<file path="config.mk">
export PLATFORM = sky130hd
export DESIGN_NAME = positional_sequence_store
export DESIGN_NICKNAME = d
export VERILOG_FILES = /design/src/rtl/core/pss_pkg.sv /design/src/rtl/core/positional_sequence_store.sv /design/src/rtl/core/pss_ram.sv
export SDC_FILE = /design/constraint.sdc
export NUM_CORES = 1
export LEC_CHECK = 0
export BUFFER_PORTS_ARGS = -buffer_cell sky130_fd_sc_hd__buf_2
export CAP_MARGIN = 25
export CORE_MARGIN = 8
export CORE_UTILIZATION = 50
export DETAILED_ROUTE_END_ITERATION = 10
export GPL_TIMING_DRIVEN = 0
export PLACE_DENSITY = 0.66
export SKIP_LAST_GASP = 1
export SLEW_MARGIN = 20
export SYNTH_ARGS = -nofsm -noshare
export SYNTH_HDL_FRONTEND = slang
export SYNTH_SLANG_ARGS = --single-unit
</file>
<file path="constraint.sdc">
create_clock -name i_clk -period 7.6 [get_ports i_clk]
set_input_delay 0.76 -clock i_clk [delete_from_list [all_inputs] [get_ports i_clk]]
set_output_delay 0.76 -clock i_clk [all_outputs]
set_load 0.05 [all_outputs]
</file>
<file path="src/rtl/core/pss_pkg.sv">
// Package for the positional sequence store.
// Holds the operation and status codes and the stream word widths.
// No dependencies.
`default_nettype none

package pss_pkg;

    localparam int IN_TDATA_W  = 48;
    localparam int OUT_TDATA_W = 48;

    localparam logic [2:0] OP_INSERT = 3'd0;
    localparam logic [2:0] OP_SORTED = 3'd1;
    localparam logic [2:0] OP_ERASE  = 3'd2;
    localparam logic [2:0] OP_REMOVE = 3'd3;
    localparam logic [2:0] OP_GET    = 3'd4;
    localparam logic [2:0] OP_SET    = 3'd5;
    localparam logic [2:0] OP_FIND   = 3'd6;

    localparam logic [1:0] ST_OK       = 2'd0;
    localparam logic [1:0] ST_BADPOS   = 2'd1;
    localparam logic [1:0] ST_FULL     = 2'd2;
    localparam logic [1:0] ST_NOTFOUND = 2'd3;

endpackage

`default_nettype wire

</file>
<file path="src/rtl/core/positional_sequence_store.sv">
// Positional sequence store: ordered list with positional and sorted insert.
// Depends on pss_pkg and pss_ram.
//
// Channel  Dir  Accepted when            Payload
// s        in   i_s_tvalid & o_s_tready  opcode, position, value
// m        out  o_m_tvalid & i_m_tready  status, index, read_value, item_count
//
// One transaction at a time; entries are walked one per cycle through a single
// RAM port pair (registered read). Set writes directly, get reads one entry,
// find and remove walk the list from the front, insert shifts down from the end
// to position P, erase shifts up from P+1, and sorted insert searches, then
// shifts. Reset clears the state, count and valid flags only, not the RAM; no
// clearing pass. A waiting result stalls the next completion, not the next accept.
`default_nettype none

module positional_sequence_store #(
    parameter int CAPACITY    = 32,
    parameter int VALUE_WIDTH = 32
) (
    input  wire logic                             i_clk,
    input  wire logic                             i_rst_n,
    input  wire logic                             i_s_tvalid,
    output logic                                  o_s_tready,
    // [2:0] opcode, [8:3] position, [40:9] value, [47:41] zero
    input  wire logic [pss_pkg::IN_TDATA_W-1:0]   i_s_tdata,
    output logic                                  o_m_tvalid,
    input  wire logic                             i_m_tready,
    // [1:0] status, [7:2] index, [39:8] read_value, [45:40] item_count, [47:46] zero
    output logic      [pss_pkg::OUT_TDATA_W-1:0]  o_m_tdata
);

    localparam int CW = $clog2(CAPACITY + 1);
    localparam int AW = $clog2(CAPACITY);
    localparam int PW = (CW > 6) ? CW : 6;
    localparam int VW = VALUE_WIDTH;

    typedef enum logic [2:0] {
        S_IDLE,
        S_ASC,
        S_DESC,
        S_PUT,
        S_DONE
    } t_state;

    t_state          r_state, n_state;
    logic [2:0]      r_op, n_op;
    logic [CW-1:0]   r_pos, n_pos;
    logic [VW-1:0]   r_val, n_val;
    logic [CW-1:0]   r_count, n_count;
    logic [CW-1:0]   r_ptr, n_ptr;
    logic            r_iss, n_iss;
    logic            r_rv, n_rv;
    logic [CW-1:0]   r_ridx, n_ridx;
    logic [CW-1:0]   r_wptr, n_wptr;
    logic [CW-1:0]   r_hits, n_hits;
    logic [1:0]      r_st, n_st;
    logic [CW-1:0]   r_ix, n_ix;
    logic [VW-1:0]   r_rd, n_rd;
    logic            r_ovalid, n_ovalid;
    logic [1:0]      r_ostat, n_ostat;
    logic [5:0]      r_oidx, n_oidx;
    logic [31:0]     r_ordata, n_ordata;
    logic [5:0]      r_ocount, n_ocount;

    logic            in_fire;
    logic [2:0]      in_op;
    logic [5:0]      in_pos;
    logic [VW-1:0]   in_val;
    logic [PW-1:0]   pos_ext, cnt_ext, ix_ext, cnt_out_ext;
    logic [CW-1:0]   pos_c, cnt_m1, cap_c, ridx_m1, ridx_p1;
    logic            full, last, hit;
    logic            asc_iss, desc_iss;

    logic            ram_we, ram_re;
    logic [AW-1:0]   ram_waddr, ram_raddr;
    logic [VW-1:0]   ram_wdata, ram_rdata;

    pss_ram #(
        .WIDTH (VW),
        .DEPTH (CAPACITY)
    ) u_ram (
        .i_clk   (i_clk),
        .i_we    (ram_we),
        .i_waddr (ram_waddr),
        .i_wdata (ram_wdata),
        .i_re    (ram_re),
        .i_raddr (ram_raddr),
        .o_rdata (ram_rdata)
    );

    assign o_s_tready = (r_state == S_IDLE);
    assign in_fire    = i_s_tvalid && o_s_tready;
    assign in_op      = i_s_tdata[2:0];
    assign in_pos     = i_s_tdata[8:3];
    assign in_val     = VW'(i_s_tdata[40:9]);

    assign pos_ext = PW'(in_pos);
    assign cnt_ext = PW'(r_count);
    assign pos_c   = CW'(in_pos);
    assign cap_c   = CW'(CAPACITY);
    assign cnt_m1  = r_count - CW'(1);
    assign ridx_m1 = r_ridx - CW'(1);
    assign ridx_p1 = r_ridx + CW'(1);
    assign full    = (r_count == cap_c);
    assign last    = (r_ridx == cnt_m1);
    assign hit     = (ram_rdata == r_val);

    assign asc_iss   = (r_state == S_ASC) && r_iss && (r_ptr < r_count);
    assign desc_iss  = (r_state == S_DESC) && r_iss;
    assign ram_re    = asc_iss || desc_iss;
    assign ram_raddr = r_ptr[AW-1:0];

    assign ix_ext      = PW'(r_ix);
    assign cnt_out_ext = PW'(r_count);

    always_comb begin
        n_state   = r_state;
        n_op      = r_op;
        n_pos     = r_pos;
        n_val     = r_val;
        n_count   = r_count;
        n_ptr     = r_ptr;
        n_iss     = r_iss;
        n_rv      = ram_re;
        n_ridx    = r_ptr;
        n_wptr    = r_wptr;
        n_hits    = r_hits;
        n_st      = r_st;
        n_ix      = r_ix;
        n_rd      = r_rd;
        n_ovalid  = r_ovalid && !i_m_tready;
        n_ostat   = r_ostat;
        n_oidx    = r_oidx;
        n_ordata  = r_ordata;
        n_ocount  = r_ocount;
        ram_we    = 1'b0;
        ram_waddr = '0;
        ram_wdata = '0;

        if (asc_iss) begin
            n_ptr = r_ptr + CW'(1);
        end
        if (desc_iss) begin
            if (r_ptr == r_pos) begin
                n_iss = 1'b0;
            end else begin
                n_ptr = r_ptr - CW'(1);
            end
        end

        case (r_state)
            S_IDLE: begin
                if (in_fire) begin
                    n_op   = in_op;
                    n_val  = in_val;
                    n_pos  = pos_c;
                    n_st   = pss_pkg::ST_OK;
                    n_ix   = '0;
                    n_rd   = '0;
                    n_iss  = 1'b1;
                    n_ptr  = '0;
                    n_wptr = '0;
                    n_hits = '0;
                    case (in_op)
                        pss_pkg::OP_INSERT: begin
                            if (pos_ext > cnt_ext) begin
                                n_st    = pss_pkg::ST_BADPOS;
                                n_state = S_DONE;
                            end else if (full) begin
                                n_st    = pss_pkg::ST_FULL;
                                n_state = S_DONE;
                            end else if (pos_ext == cnt_ext) begin
                                n_state = S_PUT;
                            end else begin
                                n_ptr   = cnt_m1;
                                n_state = S_DESC;
                            end
                        end
                        pss_pkg::OP_SORTED: begin
                            if (full) begin
                                n_st    = pss_pkg::ST_FULL;
                                n_state = S_DONE;
                            end else if (r_count == '0) begin
                                n_pos   = '0;
                                n_state = S_PUT;
                            end else begin
                                n_state = S_ASC;
                            end
                        end
                        pss_pkg::OP_ERASE: begin
                            if (pos_ext >= cnt_ext) begin
                                n_st    = pss_pkg::ST_BADPOS;
                                n_state = S_DONE;
                            end else if (pos_ext == cnt_ext - PW'(1)) begin
                                n_count = cnt_m1;
                                n_ix    = pos_c;
                                n_state = S_DONE;
                            end else begin
                                n_ptr   = pos_c + CW'(1);
                                n_state = S_ASC;
                            end
                        end
                        pss_pkg::OP_REMOVE: begin
                            if (r_count == '0) begin
                                n_state = S_DONE;
                            end else begin
                                n_state = S_ASC;
                            end
                        end
                        pss_pkg::OP_GET: begin
                            if (pos_ext >= cnt_ext) begin
                                n_st    = pss_pkg::ST_BADPOS;
                                n_state = S_DONE;
                            end else begin
                                n_ptr   = pos_c;
                                n_state = S_ASC;
                            end
                        end
                        pss_pkg::OP_SET: begin
                            if (pos_ext >= cnt_ext) begin
                                n_st = pss_pkg::ST_BADPOS;
                            end else begin
                                ram_we    = 1'b1;
                                ram_waddr = pos_c[AW-1:0];
                                ram_wdata = in_val;
                                n_ix      = pos_c;
                            end
                            n_state = S_DONE;
                        end
                        pss_pkg::OP_FIND: begin
                            if (r_count == '0) begin
                                n_st    = pss_pkg::ST_NOTFOUND;
                                n_state = S_DONE;
                            end else begin
                                n_state = S_ASC;
                            end
                        end
                        default: begin
                            n_state = S_DONE;
                        end
                    endcase
                end
            end

            S_ASC: begin
                if (r_rv) begin
                    case (r_op)
                        pss_pkg::OP_SORTED: begin
                            if (r_val <= ram_rdata) begin
                                n_pos   = r_ridx;
                                n_ptr   = cnt_m1;
                                n_iss   = 1'b1;
                                n_rv    = 1'b0;
                                n_state = S_DESC;
                            end else if (last) begin
                                n_pos   = r_count;
                                n_rv    = 1'b0;
                                n_state = S_PUT;
                            end
                        end
                        pss_pkg::OP_FIND: begin
                            if (hit) begin
                                n_ix    = r_ridx;
                                n_state = S_DONE;
                            end else if (last) begin
                                n_st    = pss_pkg::ST_NOTFOUND;
                                n_state = S_DONE;
                            end
                        end
                        pss_pkg::OP_GET: begin
                            n_ix    = r_ridx;
                            n_rd    = ram_rdata;
                            n_state = S_DONE;
                        end
                        pss_pkg::OP_ERASE: begin
                            ram_we    = 1'b1;
                            ram_waddr = ridx_m1[AW-1:0];
                            ram_wdata = ram_rdata;
                            if (last) begin
                                n_count = cnt_m1;
                                n_ix    = r_pos;
                                n_state = S_DONE;
                            end
                        end
                        pss_pkg::OP_REMOVE: begin
                            if (hit) begin
                                n_hits = r_hits + CW'(1);
                            end else begin
                                ram_we    = 1'b1;
                                ram_waddr = r_wptr[AW-1:0];
                                ram_wdata = ram_rdata;
                                n_wptr    = r_wptr + CW'(1);
                            end
                            if (last) begin
                                n_count = n_wptr;
                                n_ix    = n_hits;
                                n_state = S_DONE;
                            end
                        end
                        default: begin
                            n_state = S_DONE;
                        end
                    endcase
                end
            end

            S_DESC: begin
                if (r_rv) begin
                    ram_we    = 1'b1;
                    ram_waddr = ridx_p1[AW-1:0];
                    ram_wdata = ram_rdata;
                    if (r_ridx == r_pos) begin
                        n_state = S_PUT;
                    end
                end
            end

            S_PUT: begin
                ram_we    = 1'b1;
                ram_waddr = r_pos[AW-1:0];
                ram_wdata = r_val;
                n_count   = r_count + CW'(1);
                n_ix      = r_pos;
                n_state   = S_DONE;
            end

            S_DONE: begin
                if (!r_ovalid || i_m_tready) begin
                    n_ovalid = 1'b1;
                    n_ostat  = r_st;
                    n_oidx   = ix_ext[5:0];
                    n_ordata = 32'(r_rd);
                    n_ocount = cnt_out_ext[5:0];
                    n_state  = S_IDLE;
                end
            end

            default: begin
                n_state = S_IDLE;
            end
        endcase
    end

    always_ff @(posedge i_clk) begin
        if (!i_rst_n) begin
            r_state  <= S_IDLE;
            r_count  <= '0;
            r_iss    <= 1'b0;
            r_rv     <= 1'b0;
            r_ovalid <= 1'b0;
        end else begin
            r_state  <= n_state;
            r_count  <= n_count;
            r_iss    <= n_iss;
            r_rv     <= n_rv;
            r_ovalid <= n_ovalid;
            r_op     <= n_op;
            r_pos    <= n_pos;
            r_val    <= n_val;
            r_ptr    <= n_ptr;
            r_ridx   <= n_ridx;
            r_wptr   <= n_wptr;
            r_hits   <= n_hits;
            r_st     <= n_st;
            r_ix     <= n_ix;
            r_rd     <= n_rd;
            r_ostat  <= n_ostat;
            r_oidx   <= n_oidx;
            r_ordata <= n_ordata;
            r_ocount <= n_ocount;
        end
    end

    assign o_m_tvalid = r_ovalid;
    assign o_m_tdata  = {2'b00, r_ocount, r_ordata, r_oidx, r_ostat};

`ifndef SYNTHESIS
    a_count_bound: assert property (@(posedge i_clk) disable iff (!i_rst_n)
        r_count <= cap_c)
        else $error("item count above capacity");

    a_idx_on_error: assert property (@(posedge i_clk) disable iff (!i_rst_n)
        (o_m_tvalid && (r_ostat != pss_pkg::ST_OK)) |-> (r_oidx == 6'd0))
        else $error("non-zero index with error status");

    a_shift_order: assert property (@(posedge i_clk) disable iff (!i_rst_n)
        ((r_state == S_DESC) && r_rv) |-> ((r_ridx >= r_pos) && (r_ridx < r_count)))
        else $error("shift read outside insert span");
`endif

endmodule

`default_nettype wire

</file>
<file path="src/rtl/core/pss_ram.sv">
// Generic single-write, single-read RAM with registered read data.
// No dependencies.
`default_nettype none

module pss_ram #(
    parameter int WIDTH = 32,
    parameter int DEPTH = 32
) (
    input  wire logic                     i_clk,
    input  wire logic                     i_we,
    input  wire logic [$clog2(DEPTH)-1:0] i_waddr,
    input  wire logic [WIDTH-1:0]         i_wdata,
    input  wire logic                     i_re,
    input  wire logic [$clog2(DEPTH)-1:0] i_raddr,
    output logic      [WIDTH-1:0]         o_rdata
);

    logic [WIDTH-1:0] r_mem [DEPTH];
    logic [WIDTH-1:0] r_rdata;

    always_ff @(posedge i_clk) begin
        if (i_we) begin
            r_mem[i_waddr] <= i_wdata;
        end
        if (i_re) begin
            r_rdata <= r_mem[i_raddr];
        end
    end

    assign o_rdata = r_rdata;

endmodule

`default_nettype wire

</file>
Word-level counts from Yosys, hierarchy flattened
Memories as Yosys holds them, arrays and structs flattened. A register that Yosys moved wholly into a read port is not among the register bits.
Cells that the tools add are included.
{"block": "classes", "magnitude_cmp": 4, "mux": 128, "reduce_logical": 26, "n_eq_ne": 43, "addsub": 9}
{"cell": "two-way mux 32 bit", "n": 9}
{"cell": "two-way mux 6 bit", "n": 42}
{"cell": "one-hot mux 32 bit (2 select lines)", "n": 2}
{"cell": "one-hot mux 32 bit (4 select lines)", "n": 1}
{"cell": "one-hot mux 6 bit (2 select lines)", "n": 6}
{"cell": "one-hot mux 6 bit (3 select lines)", "n": 3}
{"cell": "two-way mux 3 bit", "n": 16}
{"cell": "equality test 32 bit", "n": 1}
{"cell": "<= comparator 32 bit", "n": 1}
{"cell": "adder 6 x 1 -> 6 bit (second input constant)", "n": 5}
{"cell": "equality test 6 bit", "n": 5}
{"cell": "two-way mux 5 bit", "n": 6}
{"cell": "one-hot mux 3 bit (5 select lines)", "n": 2}
{"cell": "one-hot mux 6 bit (4 select lines)", "n": 1}
{"cell": "two-way mux 1 bit", "n": 23}
{"cell": "one-hot mux 5 bit (4 select lines)", "n": 1}
{"cell": "equality test 3 x 2 -> 1 bit (second input constant)", "n": 6}
{"cell": "equality test 3 bit (second input constant)", "n": 6}
{"cell": "two-way mux 2 bit", "n": 9}
{"cell": "inequality test 2 x 1 -> 1 bit (second input constant)", "n": 8}
{"cell": "inequality test 2 bit (second input constant)", "n": 6}
{"cell": "AND reduction 6 bit", "n": 2}
{"cell": "subtractor 6 x 1 -> 6 bit (second input constant)", "n": 2}
{"cell": "one-hot mux 5 bit (2 select lines)", "n": 1}
{"cell": "31 further kinds", "n": 46}
{"block": "totals", "out_inout_bits": 50, "regBits": 163, "input_bits": 52, "wordCells": 230, "memories": 1, "ram_bits": 1024}
{"memory": "u_ram.r_mem", "words": 32, "word_bits": 32, "read_ports": 1, "rd_clocked_by_memory_dff": 1, "write_ports": 1, "line": "pss_ram.sv:18", "rtl": "logic [WIDTH-1:0] r_mem [DEPTH];"}

Longest topological paths before layout
{"block": "logic_depth", "depth_word": 10, "ltp_mapped": 13, "mapped_depth_nobuf": 13}

By module
Synthesis repeated with hierarchy kept, for this count alone.
{"block": "hier_totals", "hier_cells": 3177, "hier_area_um2": 50417.1}
{"mod": "pss_ram", "area_each_um2": 40812.9, "cells_each": 2260, "instances": 1}
{"mod": "positional_sequence_store", "area_each_um2": 9604.2, "cells_each": 917, "instances": 1}

Least setup slack after synthesis
Ideal clock, no wire load.
{"block": "synth_timing", "path_type": "input to register", "from": "in i_s_tdata[3] (netlist name)", "to": "mem u_ram.r_mem[30][0], enable pin", "t_required_ns": 7.087, "setup_time_ns": 0.513, "arrival_ns": 5.928, "stages": 11, "setup_slack_ns": 1.159, "cell_sequence": "inv_1 > ha_1 > nand2b_1 > a21oi_1 > o21ai_1 > nor4_2 > buf_2 > a222oi_1 > a21boi_0 > buf_2 > nor4b_1"}
{"block": "synth_via", "elab_chain_cells": 7, "elab_cells_between_ends": 11}
{"element": "start, declared", "line": "positional_sequence_store.sv:25", "rtl": "input wire logic [pss_pkg::IN_TDATA_W-1:0] i_s_tdata,"}
{"element": ">= comparator 6 bit", "line": "positional_sequence_store.sv:220", "rtl": "if (pos_ext >= cnt_ext) begin"}
{"element": "two-way mux 1 bit", "line": "positional_sequence_store.sv:220"}
{"element": "two-way mux 1 bit", "line": "positional_sequence_store.sv:164", "rtl": "case (in_op)"}
{"element": "two-way mux 1 bit", "line": "positional_sequence_store.sv:153", "rtl": "if (in_fire) begin"}
{"element": "one-hot mux 1 bit (4 select lines)", "line": "positional_sequence_store.sv:151", "rtl": "case (r_state)"}
{"element": "two-way mux 1 bit", "line": "pss_ram.sv:22", "rtl": "if (i_we) begin"}
{"element": "two-way mux 1 bit (implied by the code)", "line": "pss_ram.sv:23", "rtl": "r_mem[i_waddr] <= i_wdata;"}
{"element": "end, declared", "line": "pss_ram.sv:18"}
Parallel ways exist; a longest one is shown, timed or not.

Worst setup path in the final report
{"block": "layout_timing", "from": "reg r_count[5] (netlist: cnt_ext[5])", "to": "mem u_ram.r_mem[13][16], enable pin"}
{"block": "layout_via", "elab_chain_cells": 7, "elab_cells_between_ends": 11}
{"element": "start, declared", "line": "positional_sequence_store.sv:49", "rtl": "logic [CW-1:0] r_count, n_count;"}
{"element": "start signal, assigned", "line": "positional_sequence_store.sv:353", "rtl": "r_count <= n_count;"}
{"element": ">= comparator 6 bit (*)", "line": "positional_sequence_store.sv:220"}
{"element": "two-way mux 1 bit", "line": "positional_sequence_store.sv:220"}
{"element": "two-way mux 1 bit", "line": "positional_sequence_store.sv:164"}
{"element": "two-way mux 1 bit", "line": "positional_sequence_store.sv:153"}
{"element": "one-hot mux 1 bit (4 select lines)", "line": "positional_sequence_store.sv:151"}
{"element": "two-way mux 1 bit", "line": "pss_ram.sv:22"}
{"element": "two-way mux 1 bit (implied by the code)", "line": "pss_ram.sv:23"}
Every way passes the cells marked *; elsewhere a longest branch is shown, timed or not.

==> flow_summary.yaml <==
status:
  run_status: "complete, no violations"
setup_path:
  r2r_start: "cnt_ext[5]$_SDFFE_PN0P_"
  max_stage_delay_ns: 0.66
  cp_common_cell: "buf_4"
  r2r_slack_ns: 1.97
  r2r_cells: 16
  critPathRequiredTime_ns: 8.02
  crit_buf_inv: 8
  cp.arrival_ns: 6.05
  path_class: "flip-flop to flip-flop"
  rr_endpoint: "u_ram.r_mem[13][16]$_DFFE_PP_"
  critPathCapture: "u_ram.r_mem[13][16]$_DFFE_PP_"
  cp_num_cells: 16
  crit_start: "cnt_ext[5]$_SDFFE_PN0P_"
  critPathMaxFanout: 10
  start_kind: "flip-flop"
  worst_path_max_delay_cell: "o21ai_1"
  cp-end-kind: "flip-flop"
  path_cells: "clkbuf_1 > inv_1 > ha_1 > nand4_1 > o21ai_1 > nor4_2 > buf_2 > a222oi_1 > a21boi_0 > buf_2 > nand2_1 > nor3_2 > buf_4 > buf_4 > buf_4 > buf_4"
  crit_family: "buffers and inverters"
power_and_ir_drop:
  peakVddDrop_v: 0.000217
  finalPower_uw: 17400
  clkPwrFrac_pct: 32.5
  p_sw_uw: 4950
  comb_power_share_pct: 22.3
  power_frac_seq_pct: 45.2
  p_leak_uw: 0.0194
  p_per_area_nw_per_um2: 306
  p_sw_share_pct: 28.4
  intPower_uw: 12500
floorplanning:
  initial_core_util_pct: 50.2
  core_um2: 98000
  die_w_um: 330
  ios: 102
  rows: 115
  chipHeight_um: 330
  fp.dieArea_um2: 109000
timing:
  rsz0062_at_grt: "no"
  slew_violations: 0
  maxSlewHeadroom_pct: 18.1
  timing.hold.ws_ns: 0.254
  finalCriticalPeriod_ns: 5.63
  setup_viol: 0
  hold_viol: 0
  min_period_over_period_pct: 74.1
  clock_skew_ns: 0.0468
  timing.fmax_mhz: 178
  worstMarginPinSlew_ns: 1.23
layout:
  fin_area_um2: 57000
  fillers: 7096
  multiInputGateArea_um2: 12100
  syn2layout_area_growth_pct: 15.9
  nets: 2846
  drive_above_1_share_pct: 28.7
  area.sequential_um2: 36500
global_route:
  gr-total-overflow: 0
  gr-usage-all-layers_pct: 25.1
  grt_first_pass_wirelength_um: 193000
  antenna_found_initial: 3
  grt_pass1_vias: 26600
  grt_max_degree: 33
min_path:
  min_path_cells: 1
  hold_path_class: "input port to flip-flop"
run:
  drv_cap: 0
route:
  route.detailed.drc: 0
  drtAntennaViolNets: 0
  routedWlPerCell_um: 33.2
  wl_met2_um: 65600
  met1_length_um: 52500
  drt_iter0_drc: 3690
  dr.pass1.iters: 7
  vias_per_cell: 6.43
  vias: 26500
  wirelength_um: 137000
  wl_met3_um: 14200
  dr.max_layer_used: "met5"
clocking:
  clockBufferDepth: 3
  htree_levels: 3
  cts_root_buf: "clkbuf_16"
  hold_buffers: 0
  cts.sinks: 1219
  ctsResizeCount: 0
  clk_latency_ns: 0.72
  post_cts_buffers: 0
  cts_buffers: 119
  tritoncts: "done"
  clkTransAtPathRegs_ns: 0.06
logic_synthesis:
  async_flop_share_pct: 0
  synth.cell_area_um2: 49200
  synth_edf_count: 1207
  ys_ff_latch: 1219
  ys.flop_type: "edfxtp_1"
  synthCells: 2409
  syn_avg_cell_area_um2: 20.4
  yosysWarnings: 0
  ys_types: 80
  yosysSeqAreaShare_pct: 74.2
place:
  io_buffer_count: 92
  dp_hpwl_um: 93400
  place_congestion: 0.928
  placed_cell_area_um2: 53100
layout by cell type, fill, tap and decap left out, drive strengths merged, types with 27 or more instances in the layout:
master and n:
a21oi 38, o21ai 44, nor2 99, mux2 33, ha 53, nand2 62, clkinv 60, xnor2 27
inv 90, mux4 320, edfxtp 1207, a222oi 34, clkbuf 225, buf 258
synthesized netlist by cell type, types with 3 or more instances:
library cell	n	area share, %
nand2_1	60	0.46
o22ai_1	3	0.038
nand4_1	16	0.20
nand2b_1	11	0.14
inv_1	86	0.66
a21oi_1	38	0.39
buf_4	3	0.046
xor2_1	23	0.41
a31oi_1	9	0.11
o21a_1	3	0.046
nand3b_1	5	0.076
nor2b_1	12	0.15
a221oi_1	8	0.14
dfxtp_1	12	0.49
a211oi_1	8	0.12
buf_2	11	0.11
o21ai_0	42	0.43
o221ai_1	3	0.053
a221o_1	5	0.10
ha_1	53	1.3
nor3_1	18	0.18
a41oi_1	3	0.053
a222oi_1	34	0.69
o211ai_1	11	0.17
nor3b_1	5	0.076
mux4_2	320	15
edfxtp_1	1207	74
nor2_1	98	0.75
mux2_2	33	0.76
nand3_1	22	0.22
clkbuf_1	84	0.64
xnor2_1	27	0.48
or3_1	3	0.038
mux2i_1	7	0.14
a21o_1	3	0.046
and2_1	12	0.15
a22oi_1	3	0.046
buf_1	33	0.25
a32oi_1	6	0.11
nor4b_1	3	0.053
and3_1	8	0.10
nor4_1	9	0.11
power by group through the flow:
stage | Clock [uW] | Combinational, uW | Sequential, uW
floorplan | 0 | 2380 | 8090
global placement | 0 | 3660 | 8030
finish | 5670 | 3880 | 7880
global route | 5990 | 4090 | 7890
detailed placement | 0 | 3840 | 8020
CTS | 5750 | 3860 | 7880
cell type report:
cell class | instances | share of cell area [%]
clock inverters | 77 | 1.16
clock buffers | 141 | 5.41
diodes | 1 | 0.00439
inverters | 86 | 0.567
well taps | 1287 | 2.83
flip-flops and latches | 1219 | 64.1
repair buffers | 210 | 3.80
plain buffers | 132 | 0.975
multi-input cells | 973 | 21.2
cell families (layout without fill, tap and decap cells):
kind of cell    count (synthesis)  in the layout  share of synthesized area (%)
xor+xnor                       52             52                          0.982
fa+ha+maj                      53             53                           1.35
flops                        1219           1219                           74.2
simple gates                  300            300                           3.12
compound gates                206            206                           3.03
buf+inv                       218            646                           1.73
other cells                     1              3                        0.00763
mux                           360            360                           15.6
worst reg2reg max path: stages, from the launching register on:
cell,delay (ns)
dfxtp_1,0.33
clkbuf_1,0.44
inv_1,0.28
ha_1,0.40
nand4_1,0.14
o21ai_1,0.66
nor4_2,0.20
buf_2,0.31
a222oi_1,0.28
a21boi_0,0.34
buf_2,0.34
nand2_1,0.23
nor3_2,0.41
buf_4,0.30
buf_4,0.23
buf_4,0.23
buf_4,0.22
layer usage:
layer	vias to the layer above	track usage, %
met3	239	6.07
met4	2	8.14
li1	10700	-
met2	1598	40.3
met1	14000	34.2
met5	-	0.226
state kept, by name, indices dropped and copies added (netlist names), 32 cells and up:
register and count:
u_ram.r_mem 1024, r_val 32, r_rd 32, u_ram.o_rdata 32, r_ordata 32
worst min-delay path by stage:
stage	start	to
after floorplan	ix_ext[0]$_DFFE_PP_	r_oidx[0]$_DFFE_PP_
after global placement	r_rd[31]$_SDFFCE_PN0P_	r_ordata[31]$_DFFE_PP_
after detailed placement	r_rd[25]$_SDFFCE_PN0P_	r_ordata[25]$_DFFE_PP_
after CTS	i_s_tdata[14]	r_val[5]$_DFFE_PP_
after global routing	i_s_tdata[10]	r_val[1]$_DFFE_PP_
final	i_s_tdata[14]	r_val[5]$_DFFE_PP_
per-stage QoR:
| stage | utilization (%) | setup slack [ns] | setup TNS [ns] | instances |
|---|---|---|---|---|
| 2_1_floorplan | - | 1.16 | 0 | 2410 |
| 5_1_grt | 58.1 | 1.72 | 0 | 4125 |
| 6_report | 58.1 | 1.97 | 0 | 4126 |
| 3_3_place_gp | 52.3 | -4.87 | -767.87 | 3789 |
| 3_5_place_dp | 54.2 | 2.08 | 0 | 3900 |
| 4_1_cts | 58.0 | 2.02 | 0 | 4118 |
No activity file was read; power rests on OpenSTA's default activity.
